File: src/rtl/core/rti_pkg.sv
// Shared types and constants for the ray/triangle intersection core.
// No dependencies; every other file in this folder imports it.
package rti_pkg;

  localparam int CW   = 32;   // coordinate width
  localparam int EW   = 33;   // edge / origin-offset width
  localparam int PW   = 67;   // cross product component width
  localparam int W    = 104;  // dot product and numerator width
  localparam int SPL  = 34;   // split point of cross components for multiplies
  localparam int QW   = 31;   // distance width
  localparam int TAGW = 16;
  localparam int EPSW = 16;
  localparam int IDXW = 3;

  localparam logic [IDXW-1:0] REG_ORIGIN_X    = 3'd0;
  localparam logic [IDXW-1:0] REG_ORIGIN_Y    = 3'd1;
  localparam logic [IDXW-1:0] REG_ORIGIN_Z    = 3'd2;
  localparam logic [IDXW-1:0] REG_DIRECTION_X = 3'd3;
  localparam logic [IDXW-1:0] REG_DIRECTION_Y = 3'd4;
  localparam logic [IDXW-1:0] REG_DIRECTION_Z = 3'd5;
  localparam logic [IDXW-1:0] REG_EPSILON     = 3'd6;

  localparam logic [QW-1:0] DIST_MAX = {QW{1'b1}};

  typedef struct packed {
    logic [2:0][EW-1:0] eab;
    logic [2:0][EW-1:0] eac;
    logic [2:0][EW-1:0] sv;
    logic [TAGW-1:0]    tag;
  } tri_item_t;

  typedef struct packed {
    logic full;
    logic empty;
  } q_stat_t;

endpackage

File: src/rtl/core/rti_tri_if.sv
// Triangle input channel: valid/ready plus three vertices and a tag.
// Depends on rti_pkg.
interface rti_tri_if import rti_pkg::*; ();
  logic            valid;
  logic            ready;
  logic [CW-1:0]   a_x, a_y, a_z, b_x, b_y, b_z, c_x, c_y, c_z;
  logic [TAGW-1:0] tri_tag;
  modport source(output valid, a_x, a_y, a_z, b_x, b_y, b_z, c_x, c_y, c_z, tri_tag,
                 input ready);
  modport sink(input valid, a_x, a_y, a_z, b_x, b_y, b_z, c_x, c_y, c_z, tri_tag,
               output ready);
endinterface

File: src/rtl/core/rti_front.sv
// Front end: accepts triangles, forms edges and origin offset into one register.
// Depends on rti_pkg and rti_tri_if.
module rti_front import rti_pkg::*; (
  input  logic               clk,
  input  logic               rst,
  rti_tri_if.sink            tri_in,
  input  logic [2:0][CW-1:0] origin,
  input  logic               space,
  output logic               push,
  output tri_item_t          item
);

  logic      fr_valid;
  tri_item_t fr_item;
  tri_item_t fr_next;
  logic      take;

  assign tri_in.ready = !fr_valid || space;
  assign take         = tri_in.valid && tri_in.ready;
  assign push         = fr_valid && space;
  assign item         = fr_item;

  always_comb begin
    fr_next.eab[0] = EW'($signed(tri_in.b_x)) - EW'($signed(tri_in.a_x));
    fr_next.eab[1] = EW'($signed(tri_in.b_y)) - EW'($signed(tri_in.a_y));
    fr_next.eab[2] = EW'($signed(tri_in.b_z)) - EW'($signed(tri_in.a_z));
    fr_next.eac[0] = EW'($signed(tri_in.c_x)) - EW'($signed(tri_in.a_x));
    fr_next.eac[1] = EW'($signed(tri_in.c_y)) - EW'($signed(tri_in.a_y));
    fr_next.eac[2] = EW'($signed(tri_in.c_z)) - EW'($signed(tri_in.a_z));
    fr_next.sv[0]  = EW'($signed(origin[0])) - EW'($signed(tri_in.a_x));
    fr_next.sv[1]  = EW'($signed(origin[1])) - EW'($signed(tri_in.a_y));
    fr_next.sv[2]  = EW'($signed(origin[2])) - EW'($signed(tri_in.a_z));
    fr_next.tag    = tri_in.tri_tag;
  end

  always_ff @(posedge clk) begin
    if (rst) begin
      fr_valid <= 1'b0;
    end else if (take) begin
      fr_valid <= 1'b1;
    end else if (push) begin
      fr_valid <= 1'b0;
    end
  end

  always_ff @(posedge clk) begin
    if (take) begin
      fr_item <= fr_next;
    end
  end

endmodule

File: src/flat_wrapper.sv
// flat-port wrapper written by rule: the top's interface ports become plain ports
module rti_front_flat import rti_pkg::*;
  (clk, rst, origin, space, push, item, tri_in_valid, tri_in_a_x, tri_in_a_y, tri_in_a_z, tri_in_b_x, tri_in_b_y, tri_in_b_z, tri_in_c_x, tri_in_c_y, tri_in_c_z, tri_in_tri_tag, tri_in_ready);
  rti_tri_if tri_in_i ();
  input  logic clk;
  input  logic rst;
  input  logic [2:0][CW-1:0] origin;
  input  logic space;
  output logic push;
  output tri_item_t item;
  input wire logic [$bits(tri_in_i.valid)-1:0] tri_in_valid;
  input wire logic [$bits(tri_in_i.a_x)-1:0] tri_in_a_x;
  input wire logic [$bits(tri_in_i.a_y)-1:0] tri_in_a_y;
  input wire logic [$bits(tri_in_i.a_z)-1:0] tri_in_a_z;
  input wire logic [$bits(tri_in_i.b_x)-1:0] tri_in_b_x;
  input wire logic [$bits(tri_in_i.b_y)-1:0] tri_in_b_y;
  input wire logic [$bits(tri_in_i.b_z)-1:0] tri_in_b_z;
  input wire logic [$bits(tri_in_i.c_x)-1:0] tri_in_c_x;
  input wire logic [$bits(tri_in_i.c_y)-1:0] tri_in_c_y;
  input wire logic [$bits(tri_in_i.c_z)-1:0] tri_in_c_z;
  input wire logic [$bits(tri_in_i.tri_tag)-1:0] tri_in_tri_tag;
  output wire logic [$bits(tri_in_i.ready)-1:0] tri_in_ready;
  assign tri_in_i.valid = tri_in_valid;
  assign tri_in_i.a_x = tri_in_a_x;
  assign tri_in_i.a_y = tri_in_a_y;
  assign tri_in_i.a_z = tri_in_a_z;
  assign tri_in_i.b_x = tri_in_b_x;
  assign tri_in_i.b_y = tri_in_b_y;
  assign tri_in_i.b_z = tri_in_b_z;
  assign tri_in_i.c_x = tri_in_c_x;
  assign tri_in_i.c_y = tri_in_c_y;
  assign tri_in_i.c_z = tri_in_c_z;
  assign tri_in_i.tri_tag = tri_in_tri_tag;
  assign tri_in_ready = tri_in_i.ready;
  rti_front u_core (.clk(clk), .rst(rst), .tri_in(tri_in_i), .origin(origin), .space(space), .push(push), .item(item));
endmodule
File: config.mk
export PLATFORM = sky130hd
export DESIGN_NAME = rti_front_flat
export DESIGN_NICKNAME = d
export VERILOG_FILES = /design/src/rtl/core/rti_pkg.sv /design/src/rtl/core/rti_tri_if.sv /design/src/rtl/core/rti_front.sv /design/src/flat_wrapper.sv
export SDC_FILE = /design/constraint.sdc
export NUM_CORES = 1
export LEC_CHECK = 0
export BUFFER_PORTS_ARGS = -buffer_cell sky130_fd_sc_hd__buf_2
export CAP_MARGIN = 25
export CORE_MARGIN = 4
export CORE_UTILIZATION = 30
export DETAILED_ROUTE_END_ITERATION = 12
export PLACE_DENSITY_LB_ADDON = 0.1
export SLEW_MARGIN = 20
export SYNTH_ARGS = -nofsm -noshare
export SYNTH_HDL_FRONTEND = slang
export SYNTH_SLANG_ARGS = --single-unit
File: constraint.sdc
create_clock -name clk -period 18.6 [get_ports clk]
set_clock_uncertainty 0.15 [all_clocks]
set_input_delay 1.86 -clock clk [delete_from_list [all_inputs] [get_ports clk]]
set_output_delay 1.86 -clock clk [all_outputs]
set_load 0.02 [all_outputs]
==> results.cfg <==
[outcome]
status = finished, final reports clean

[routing]
totalWireLength_um = 92300
route.met2.wl_um = 45400
firstDrtPassIters = 5
dr.first_iter.drc_count = 1063
wl_met1_um = 36500
wl_met3_um = 7540
antenna_left = 0
num_vias = 21000
wl_per_cell_um = 22.0
drc_errors = 0
top_layer = met5
routed_via_density = 5.01

[logic_synthesis]
yosysMostFrequentCell = edfxtp_1
synth_common_cells = edfxtp_1 (313), ha_1 (288), a21oi_1 (222), inv_1 (203), xnor2_1 (175)
synth-simple-area-share_pct = 11.5
synth_top_family_by_area = compound AO/OA/AOI/OAI gates
netlist_area_mm2 = 0.0235
async_reset_ff_share_pct = 0
synth_warnings = 0
ys_seq_area_share_pct = 40.1
synth_cell_types = 76
synth_area_leaders = edfxtp_1 (40%), ha_1 (15%), xnor2_1 (6.5%)
synth_top_cell_by_area = edfxtp_1
yosys.area_share.adder_pct = 16.1
syn_area_per_cell_um2 = 10.0
synth-compound-area-share_pct = 20.0
synth_nets = 3037
ys_ff_latch = 314
synth_top_cell_area_share_pct = 40.0
synth_edf_count = 313
syn_inst = 2336
synth_ff_type = edfxtp_1
synth_xor_area_share_pct = 8.73
yosys-mux-area-fraction_pct = 0.128

[sta]
hold_viol_final = 0
final_max_slew_viol_count = 0
hold_ws_ns = 0.381
grt_setup_unrepaired = false
tightest_slew_ns = 0.988
max_freq_mhz = 201
setup-tns-final_ns = 0
fin_crit_sh_pct = 26.8
fin_crit_ns = 4.98
setup_violations = 0
slew_headroom_pct = 34.1
layout_setup_ws_ns = 13.62

[grt]
gr-total-overflow = 0
grt_max_degree = 158
antenna_found_initial = 39
grt_pass1_vias = 21400
grt_usage_pct = 21.2
grt_pass1_wl_um = 133000

[setup_path]
crit_fanout = 4
crit_path_start_kind = input port
cp_data_arrival_time_ns = 5.25
cp.required_ns = 18.87
end_kind = flop
critPathKind = input port to flop

[cells_and_area]
utilization_pct = 38.5
syn2layout_area_growth_pct = 27.1
final_nets = 3794
drive_above_1_share_pct = 25.7

[floorplan]
row_count = 102
die_w_um = 288
io_pins = 719
die_h_um = 288
core_mm2 = 0.0775
start_util_pct = 30.3
dieArea_mm2 = 0.0828

[cts]
clockBufferDepth = 3
cts_resized = 0
clockRootBuffer = clkbuf_16
cts_made_buffers = 44
cts_setup_buffers = 0
cts_tree = yes
cts_sinks = 314
clk_pin_slew_worst_paths_ns = 0.06
cts-htree-levels = 2
cts-hold-fix-buffers = 0
insertion_delay_ns = 0.55

[place]
gp_congestion = 0.922
hpwl_um = 76900
preCtsSetupSlack_ns = 13.11
portBuffers = 718

[power]
leakagePower_nw = 13.7
powerDensity_mw_per_mm2 = 88.1
irDropWorstVdd_v = 0.0000610

[min_path]
hp-class = flop to flop

[run]
drv_cap = 0
metrics by stage:
| step | total power [mW] | instances | area (um^2) |
|---|---|---|---|
| 2_1_floorplan | 1.51 | 2336 | 23500 |
| 3_3_place_gp | 1.79 | 4087 | 28400 |
| 3_5_place_dp | 1.79 | 4087 | 28400 |
| 4_1_cts | 2.67 | 4165 | 29800 |
| 5_1_grt | 2.77 | 4174 | 29800 |
| 6_report | 2.63 | 4186 | 29800 |
logic make-up after synthesis:
logic type | Yosys count
and+or+nand+nor | 561
DFF | 314
xor gates and xnor gates | 234
adders and majority gates | 297
muxes | 3
buffers and inverters | 214
AOI/OAI and AO/OA | 713
where the power goes:
part / internal [mW] / switching, mW / total (mW)
combinational: 0.316 / 0.521 / 0.837
clock: 0.511 / 0.341 / 0.852
sequential: 0.909 / 0.0299 / 0.939
total: 1.74 / 0.892 / 2.63
flip-flops by register name (all words and copies together), names as in the netlist:
register and cells:
u_core.fr_valid 1, u_core.item 313
final cells by class:
cell class / count / area, um^2
diodes: 21 / 52.6
clock buffers: 55 / 1160
clock inverters: 23 / 241
fillers: 7916 / 47600
inverters: 203 / 762
multi-input cells: 1808 / 13200
flip-flops and latches: 314 / 9420
well taps: 1040 / 1300
repair buffers: 722 / 3640
placed cells by master (no fill, tap or decap), types with 19 or more instances in the layout:
cell type / Yosys / final
buf_2: 0 / 718
edfxtp_1: 313 / 313
ha_1: 288 / 288
a21oi_1: 222 / 222
inv_1: 203 / 203
xnor2_1: 175 / 175
nor2_1: 172 / 172
nand2_1: 121 / 121
a21o_1: 105 / 105
o21ai_0: 69 / 69
xor2_1: 59 / 59
o21ai_1: 52 / 52
o21a_1: 51 / 51
clkbuf_16: 0 / 45
nand3_1: 44 / 44
nor3_1: 43 / 43
nor2b_1: 42 / 42
nand2b_1: 38 / 38
o21bai_1: 32 / 32
and3_1: 23 / 23
a31oi_1: 22 / 22
diode_2: 0 / 21
nand4_1: 21 / 21
a211oi_1: 19 / 19
metal layers:
layer,GRT usage (%),vias up
li1,-,10200
met1,24.8,9929
met2,37.8,642
met3,5.72,149
met4,6.52,18
met5,0,-
critical path, stage by stage:
cell and delay, ns:
buf_2 0.13, ha_1 0.21, fa_1 0.40, and2b_1 0.23, o2111ai_1 0.14, a31oi_1 0.29
o21ai_2 0.14, o311ai_4 0.41, a31oi_4 0.18, o311ai_4 0.41, a41oi_2 0.23, or4b_1 0.51
nand4_1 0.10
worst paths after layout:
check | from | endpoint | slack (ns) | depth (start not counted)
max | tri_in_a_x[0] | u_core.item[145] | 13.62 | 13
min | u_core.fr_valid | u_core.fr_valid | 0.38 | 2
min reg2reg | u_core.fr_valid | u_core.fr_valid | 0.38 | 2
max reg2reg | u_core.fr_valid | u_core.item[211] | 15.16 | 4
(Power assumes the default switching activity.)
