[config.mk]
export PLATFORM = sky130hd
export DESIGN_NAME = rti_queue
export DESIGN_NICKNAME = d
export VERILOG_FILES = /design/src/rtl/core/rti_pkg.sv /design/src/rtl/core/rti_queue.sv
export SDC_FILE = /design/constraint.sdc
export NUM_CORES = 1
export LEC_CHECK = 0
export ABC_AREA = 1
export BUFFER_PORTS_ARGS = -buffer_cell sky130_fd_sc_hd__buf_4
export CAP_MARGIN = 20
export CELL_PAD_IN_SITES_DETAIL_PLACEMENT = 0
export CELL_PAD_IN_SITES_GLOBAL_PLACEMENT = 1
export CORE_AREA = 2 2 248 250
export CTS_BUF_LIST = sky130_fd_sc_hd__clkbuf_8 sky130_fd_sc_hd__clkbuf_16
export DETAILED_ROUTE_END_ITERATION = 10
export DIE_AREA = 0 0 250 252
export GPL_ROUTABILITY_DRIVEN = 0
export PLACE_DENSITY = 0.79
export SLEW_MARGIN = 10
export SYNTH_ARGS = -nofsm -noshare
export SYNTH_HDL_FRONTEND = slang
export SYNTH_SLANG_ARGS = --single-unit
[constraint.sdc]
create_clock -name clk -period 16.95 [get_ports clk]
set_input_delay 1.695 -clock clk [delete_from_list [all_inputs] [get_ports clk]]
set_output_delay 1.695 -clock clk [all_outputs]
set_load 0.01 [all_outputs]
[src/rtl/core/rti_pkg.sv]
// Shared types and constants for the ray/triangle intersection core.
// No dependencies; every other file in this folder imports it.
package rti_pkg;

  localparam int CW   = 32;   // coordinate width
  localparam int EW   = 33;   // edge / origin-offset width
  localparam int PW   = 67;   // cross product component width
  localparam int W    = 104;  // dot product and numerator width
  localparam int SPL  = 34;   // split point of cross components for multiplies
  localparam int QW   = 31;   // distance width
  localparam int TAGW = 16;
  localparam int EPSW = 16;
  localparam int IDXW = 3;

  localparam logic [IDXW-1:0] REG_ORIGIN_X    = 3'd0;
  localparam logic [IDXW-1:0] REG_ORIGIN_Y    = 3'd1;
  localparam logic [IDXW-1:0] REG_ORIGIN_Z    = 3'd2;
  localparam logic [IDXW-1:0] REG_DIRECTION_X = 3'd3;
  localparam logic [IDXW-1:0] REG_DIRECTION_Y = 3'd4;
  localparam logic [IDXW-1:0] REG_DIRECTION_Z = 3'd5;
  localparam logic [IDXW-1:0] REG_EPSILON     = 3'd6;

  localparam logic [QW-1:0] DIST_MAX = {QW{1'b1}};

  typedef struct packed {
    logic [2:0][EW-1:0] eab;
    logic [2:0][EW-1:0] eac;
    logic [2:0][EW-1:0] sv;
    logic [TAGW-1:0]    tag;
  } tri_item_t;

  typedef struct packed {
    logic full;
    logic empty;
  } q_stat_t;

endpackage

[src/rtl/core/rti_queue.sv]
// Two-entry queue between the front end and the arithmetic pipeline.
// Depends on rti_pkg.
module rti_queue import rti_pkg::*; (
  input  logic      clk,
  input  logic      rst,
  input  logic      push,
  input  tri_item_t push_item,
  input  logic      pop,
  output tri_item_t head,
  output q_stat_t   stat
);

  tri_item_t  mem [2];
  logic       wp;
  logic       rp;
  logic [1:0] cnt;

  assign stat.full  = (cnt == 2'd2);
  assign stat.empty = (cnt == 2'd0);
  assign head       = mem[rp];

  always_ff @(posedge clk) begin
    if (rst) begin
      wp  <= 1'b0;
      rp  <= 1'b0;
      cnt <= 2'd0;
    end else begin
      if (push) begin
        wp <= !wp;
      end
      if (pop) begin
        rp <= !rp;
      end
      cnt <= cnt + 2'(push) - 2'(pop);
    end
  end

  always_ff @(posedge clk) begin
    if (push) begin
      mem[wp] <= push_item;
    end
  end

endmodule

==> results.cfg, run 1 <==
[drt]
dr.pass1.iters = 5
route.detailed.drc = 0
drt_first_iter_violations = 615
viasPerCell = 4.68
final_antenna_net_count = 0
wl_um = 53100
drt-wirelength-per-cell_um = 21.1
dr_total_vias = 11800

[synthesis]
synth_fp_nets = 1324
ys_seq_elements = 631
synth_cell_types = 14
seq_area_frac_synth = 0.790
synthCells = 1005
ys.warnings.count = 0
netlist_area_sq_mm = 0.0239
synth_area_per_cell_sq_um = 23.8

[grt]
grt_overflow = 0
grt_pass1_wl_um = 75800
grt_pass1_vias = 12200
antenna_found_initial = 4
track_usage = 0.161
grt_max_degree = 162

[clock_tree]
h-tree-depth = 3
cts_setup_buffers = 0
cts_tree = done
clk_latency_ns = 0.60
clock_path_buffers = 3
cts_resized = 0
postCtsHoldBufs = 0
root_buffer = clkbuf_16
clk_pin_slew_ns = 0.06
cts_sinks = 631
cts-buffers-inserted = 68

[critical_path]
path_cells = buf_4 -> buf_4 -> buf_4 -> mux2_4 -> buf_4
cp_slowest_cell = buf_4
crit_top_cell = buf_4
max_stage_delay_ns = 0.91
crit_type = flip-flop to output pin
cp_max_fo = 63
start_kind = flip-flop
crit_arrival_ns = 4.77
worstPathRequired_ns = 15.25
r2r-start = wp$_SDFFE_PP0P_
end_kind = output pin

[die]
die_x_um = 250
core_sq_mm = 0.0601
io_pins = 632
die-area_sq_mm = 0.0630
initial_utilization = 0.398
die-height_um = 252
std_cell_rows = 90

[placed_design]
numPortBuffers = 631
place_area_sq_mm = 0.0294
dp_hpwl_um = 37100
pre_cts_ws_ns = 11.07

[cells_and_area]
final_cell_area_sq_mm = 0.0317
syn_to_final_growth_pct = 32.6
layout_common_cells = buf_4, edfxtp_1, mux2_4
multi_input_area_sq_mm = 0.00464
nets = 2001
num-fill-cells = 4770
seq_area_sq_mm = 0.0189
layout_commonest_cell = buf_4
drive_gt1_frac = 0.608

[timing]
rsz0062_at_grt = no
fmax_mhz = 155
relSlewSlack = 0.247
setup_ws_ns = 10.49
fin_setup_tns_ns = 0
layout_worst_path_cycle_share = 0.381
period_needed_ns = 6.47
tightest_slew_ns = 1.13
setup_violations = 0
maxSlewViolCount = 0
finClkSkew_ns = 0.0271
hold_violations = 0

[power]
ir_drop_uv = 82.7
power_leakage_nw = 12.5
power_mw = 3.83
power_density_mw_per_mm2 = 121

[hold_path]
hold_path_class = flip-flop to flip-flop
hold_start = rp$_SDFFE_PP0P_

[run_status]
outcome = finished clean

[job]
drv_cap = 0
## registers in the layout (all words and copies together), names as in the netlist, named ones only
signal / cells
cnt: 2
mem: 626
rp: 1
wp: 1
## worst max-delay path: cells and delay by family, from the launching register on
kind / cells / cell delay (ns)
mux: 1 / 0.36
flops: 1 / 0.86
buf+inv: 4 / 2.78
## cells by family after synthesis
family | count (synthesis) | share of synthesized area
compound gates | 1 | 0.000209
flops | 631 | 0.790
simple gates | 14 | 0.00230
xor+xnor | 1 | 0.000366
fa+ha+maj | 2 | 0.00105
mux | 313 | 0.190
buf+inv | 43 | 0.0167
## routing by layer
metal,vias up,share of wire,track usage
met5,-,0,0
met4,0,0.031,0.0775
met3,89,0.072,0.0495
met2,428,0.52,0.278
met1,5922,0.37,0.183
li1,5359,-,-
## final cells by class
type                       instances  share of cell area
sequential                       631               0.596
timing repair buffer             642               0.152
multi-input combinational        331               0.146
clock buffer                      70              0.0552
tap                              782              0.0308
clock inverter                    55              0.0186
inverter                           8             0.00118
antenna                            4            0.000315
## cell usage after synthesis
cell type | count | share of area
mux2_4 | 270 | 0.17
nor3_1 | 1 | 0.00021
buf_2 | 4 | 0.00084
a21oi_1 | 1 | 0.00021
buf_6 | 31 | 0.015
nor2_1 | 8 | 0.0013
xnor2_1 | 1 | 0.00037
ha_1 | 2 | 0.0010
inv_1 | 8 | 0.0013
dfxtp_1 | 5 | 0.0042
mux2_2 | 43 | 0.020
nand3_1 | 1 | 0.00021
nand2_1 | 4 | 0.00063
edfxtp_1 | 626 | 0.79
## final timing paths
check	end	slack (ns)	cells past startpoint
worst max-delay path	head[188]	10.49	5
worst min-delay path	flip-flop	0.53	2
worst max register to register	mem[1][82]$_DFFE_PP_	13.61	4
worst min register to register	flip-flop	0.53	2
## metrics by stage
stage | util | hold WS, ns | cells
5_1_grt | 0.528 | 0.572 | 2523
2_1_floorplan | - | 0.480 | 1005
4_1_cts | 0.528 | 0.549 | 2519
6_report | 0.528 | 0.531 | 2523
3_3_place_gp | 0.489 | 0.497 | 2394
3_5_place_dp | 0.489 | 0.509 | 2394
## power by group
part	switching, mW	leakage, nW	internal (mW)
clock network	0.584	1.18	0.935
registers	0.0255	5.92	1.81
logic	0.207	5.36	0.262
No activity file was read; power rests on OpenSTA's default activity.
==> run 2: changes to the inputs <==
ABC_AREA = 0   (was 1)
clock period = 6.55 ns   (was 16.95 ns; I/O delays follow)
==> results.cfg, run 2 <==
[critical_path]
cpLargestDelayFamily = buffers and inverters
crit_arrival_ns = 2.77
crit_type = flip-flop to output pin
max_stage_delay_ns = 0.72
path_cells = buf_12 -> mux2_4 -> buf_4
worstPathRequired_ns = 5.89
crit_buf_inv = 2
cp_max_fo = 125
start_kind = flip-flop
cp_slowest_cell = dfxtp_4
end_kind = output pin

[grt]
use_met1 = 0.176
met3_usage = 0.0508
antenna_found_initial = 6
busiest_layer = met2
grt_max_degree = 164
grt_overflow = 0
grt_pass1_vias = 12500
track_usage = 0.167
grt_pass1_wl_um = 77800
met2_usage = 0.305

[power]
p_switching_mw = 2.18
clkPwrFrac = 0.372
ir_drop_uv = 233
intPower_mw = 7.54
power_leakage_nw = 12.4
sw_frac_of_total = 0.224
p_comb_frac = 0.134
seq_power_share = 0.494
power_mw = 9.72
power_density_mw_per_mm2 = 308

[drt]
viasPerCell = 4.68
drt_first_iter_violations = 687
route.detailed.drc = 0
dr.pass1.iters = 4
final_antenna_net_count = 0
dr_total_vias = 11800
wl_um = 55100
drt-wirelength-per-cell_um = 22.0

[die]
initial_utilization = 0.398
core_sq_mm = 0.0601
die-height_um = 252
std_cell_rows = 90
die-area_sq_mm = 0.0630
die_x_um = 250
io_pins = 632

[timing]
finClkSkew_ns = 0.0131
relSlewSlack = 0.205
setup_violations = 0
fin_setup_tns_ns = 0
period_needed_ns = 3.42
hold_violations = 0
maxSlewViolCount = 0
tightest_slew_ns = 1.19
rsz0062_at_grt = no
fmax_mhz = 292
layout_worst_path_cycle_share = 0.523

[clock_tree]
cts-buffers-inserted = 68
cts_tree = done
postCtsHoldBufs = 0
h-tree-depth = 3
cts_setup_buffers = 0
clock_path_buffers = 3
clk_latency_ns = 0.59
cts_sinks = 631
cts_resized = 0
root_buffer = clkbuf_16
clk_pin_slew_ns = 0.06

[synthesis]
ys_seq_elements = 631
async_reset_ff_frac = 0
ys.warnings.count = 0
synth_area_per_cell_sq_um = 24.0
netlist_area_sq_mm = 0.0239
synth_fp_nets = 1314
synth_cell_types = 13
synth_top_area_share = 0.786
synth.area.top_cells = edfxtp_1, mux2_4, mux2_2
synth_common_cells = edfxtp_1, mux2_4, mux2_2
seq_area_frac_synth = 0.790
yosys.area.top_type = edfxtp_1
synthCells = 995
synth.most_common_cell = edfxtp_1
ys.flop_type = edfxtp_1
synth-edff-count = 626

[run_status]
outcome = finished clean

[cells_and_area]
largest_reg_flops = 626
drive_gt1_frac = 0.608
multi_input_area_sq_mm = 0.00466
largestRegisters = mem: 626 flops, cnt: 2 flops
syn_to_final_growth_pct = 31.9
layout_commonest_cell = buf_4
seq_area_sq_mm = 0.0189
layout_common_cells = buf_4, edfxtp_1, mux2_4
nets = 1987
fin_util = 0.525
num-fill-cells = 4821
largest_register = mem

[hold_path]
hold_path_class = input pin to flip-flop

[placed_design]
numPortBuffers = 631
dp_hpwl_um = 38300

[job]
drv_cap = 0
## run 2: cell types whose count changed in the layout (fill, tap and decap cells not counted), sizes merged, moves of 2 or more
cell    change
inv         +2
bufinv      -9
nor2b       +3
nand2       -4
nor2        -3
buf         -4
## run 2: per-layer routing
layer / up-vias / routed length, um
met4: 2 / 1690
li1: 5336 / -
met2: 385 / 30000
met3: 95 / 3670
met5: - / 13
met1: 5944 / 19700
## run 2: cells by family after synthesis
kind of cell / after synthesis / synth area share
buf+inv: 37 / 0.0157
fa+ha+maj: 2 / 0.00105
flops: 631 / 0.790
simple gates: 9 / 0.00183
mux: 313 / 0.190
xor+xnor: 3 / 0.00167
## run 2: metrics by stage
step / hold WS [ns] / worst slack [ns] / cell area (sq um) / std cells
floorplan: 0.480 / 0.782 / 23900 / 995
global placement: 0.494 / 3.77 / 29400 / 2380
detailed placement: 0.519 / 3.76 / 29400 / 2380
CTS: 0.187 / 3.09 / 31500 / 2506
global route: 0.202 / 3.01 / 31600 / 2511
finish: 0.245 / 3.13 / 31600 / 2511
## run 2: worst paths after layout
| check | startpoint | endpoint | slack, ns | depth (start not counted) |
|---|---|---|---|---|
| min reg2reg | rp$_SDFFE_PP0P_ | rp$_SDFFE_PP0P_ | 0.53 | 2 |
| max | flip-flop | head[70] | 3.13 | 3 |
| max reg2reg | wp$_SDFFE_PP0P_ | mem[1][75]$_DFFE_PP_ | 4.67 | 2 |
| min | push_item[11] | mem[0][11]$_DFFE_PP_ | 0.25 | 1 |
## run 2: final cells by class
| type | count | area share |
|---|---|---|
| repair buffers | 638 | 0.154 |
| inverters | 2 | 0.000238 |
| flip-flops and latches | 631 | 0.599 |
| multi-input cells | 327 | 0.148 |
| well taps | 782 | 0.0310 |
| clock buffers | 71 | 0.0563 |
| diodes | 5 | 0.000396 |
| clock inverters | 55 | 0.0114 |
## run 2: power groups by stage
stage / Clock (mW) / Combinational [mW] / Sequential [mW]
after floorplan: 0 / 0.702 / 4.88
after global placement: 0 / 1.30 / 4.87
after detailed placement: 0 / 1.32 / 4.89
after CTS: 3.73 / 1.32 / 4.80
after global routing: 3.88 / 1.37 / 4.82
final: 3.62 / 1.30 / 4.80
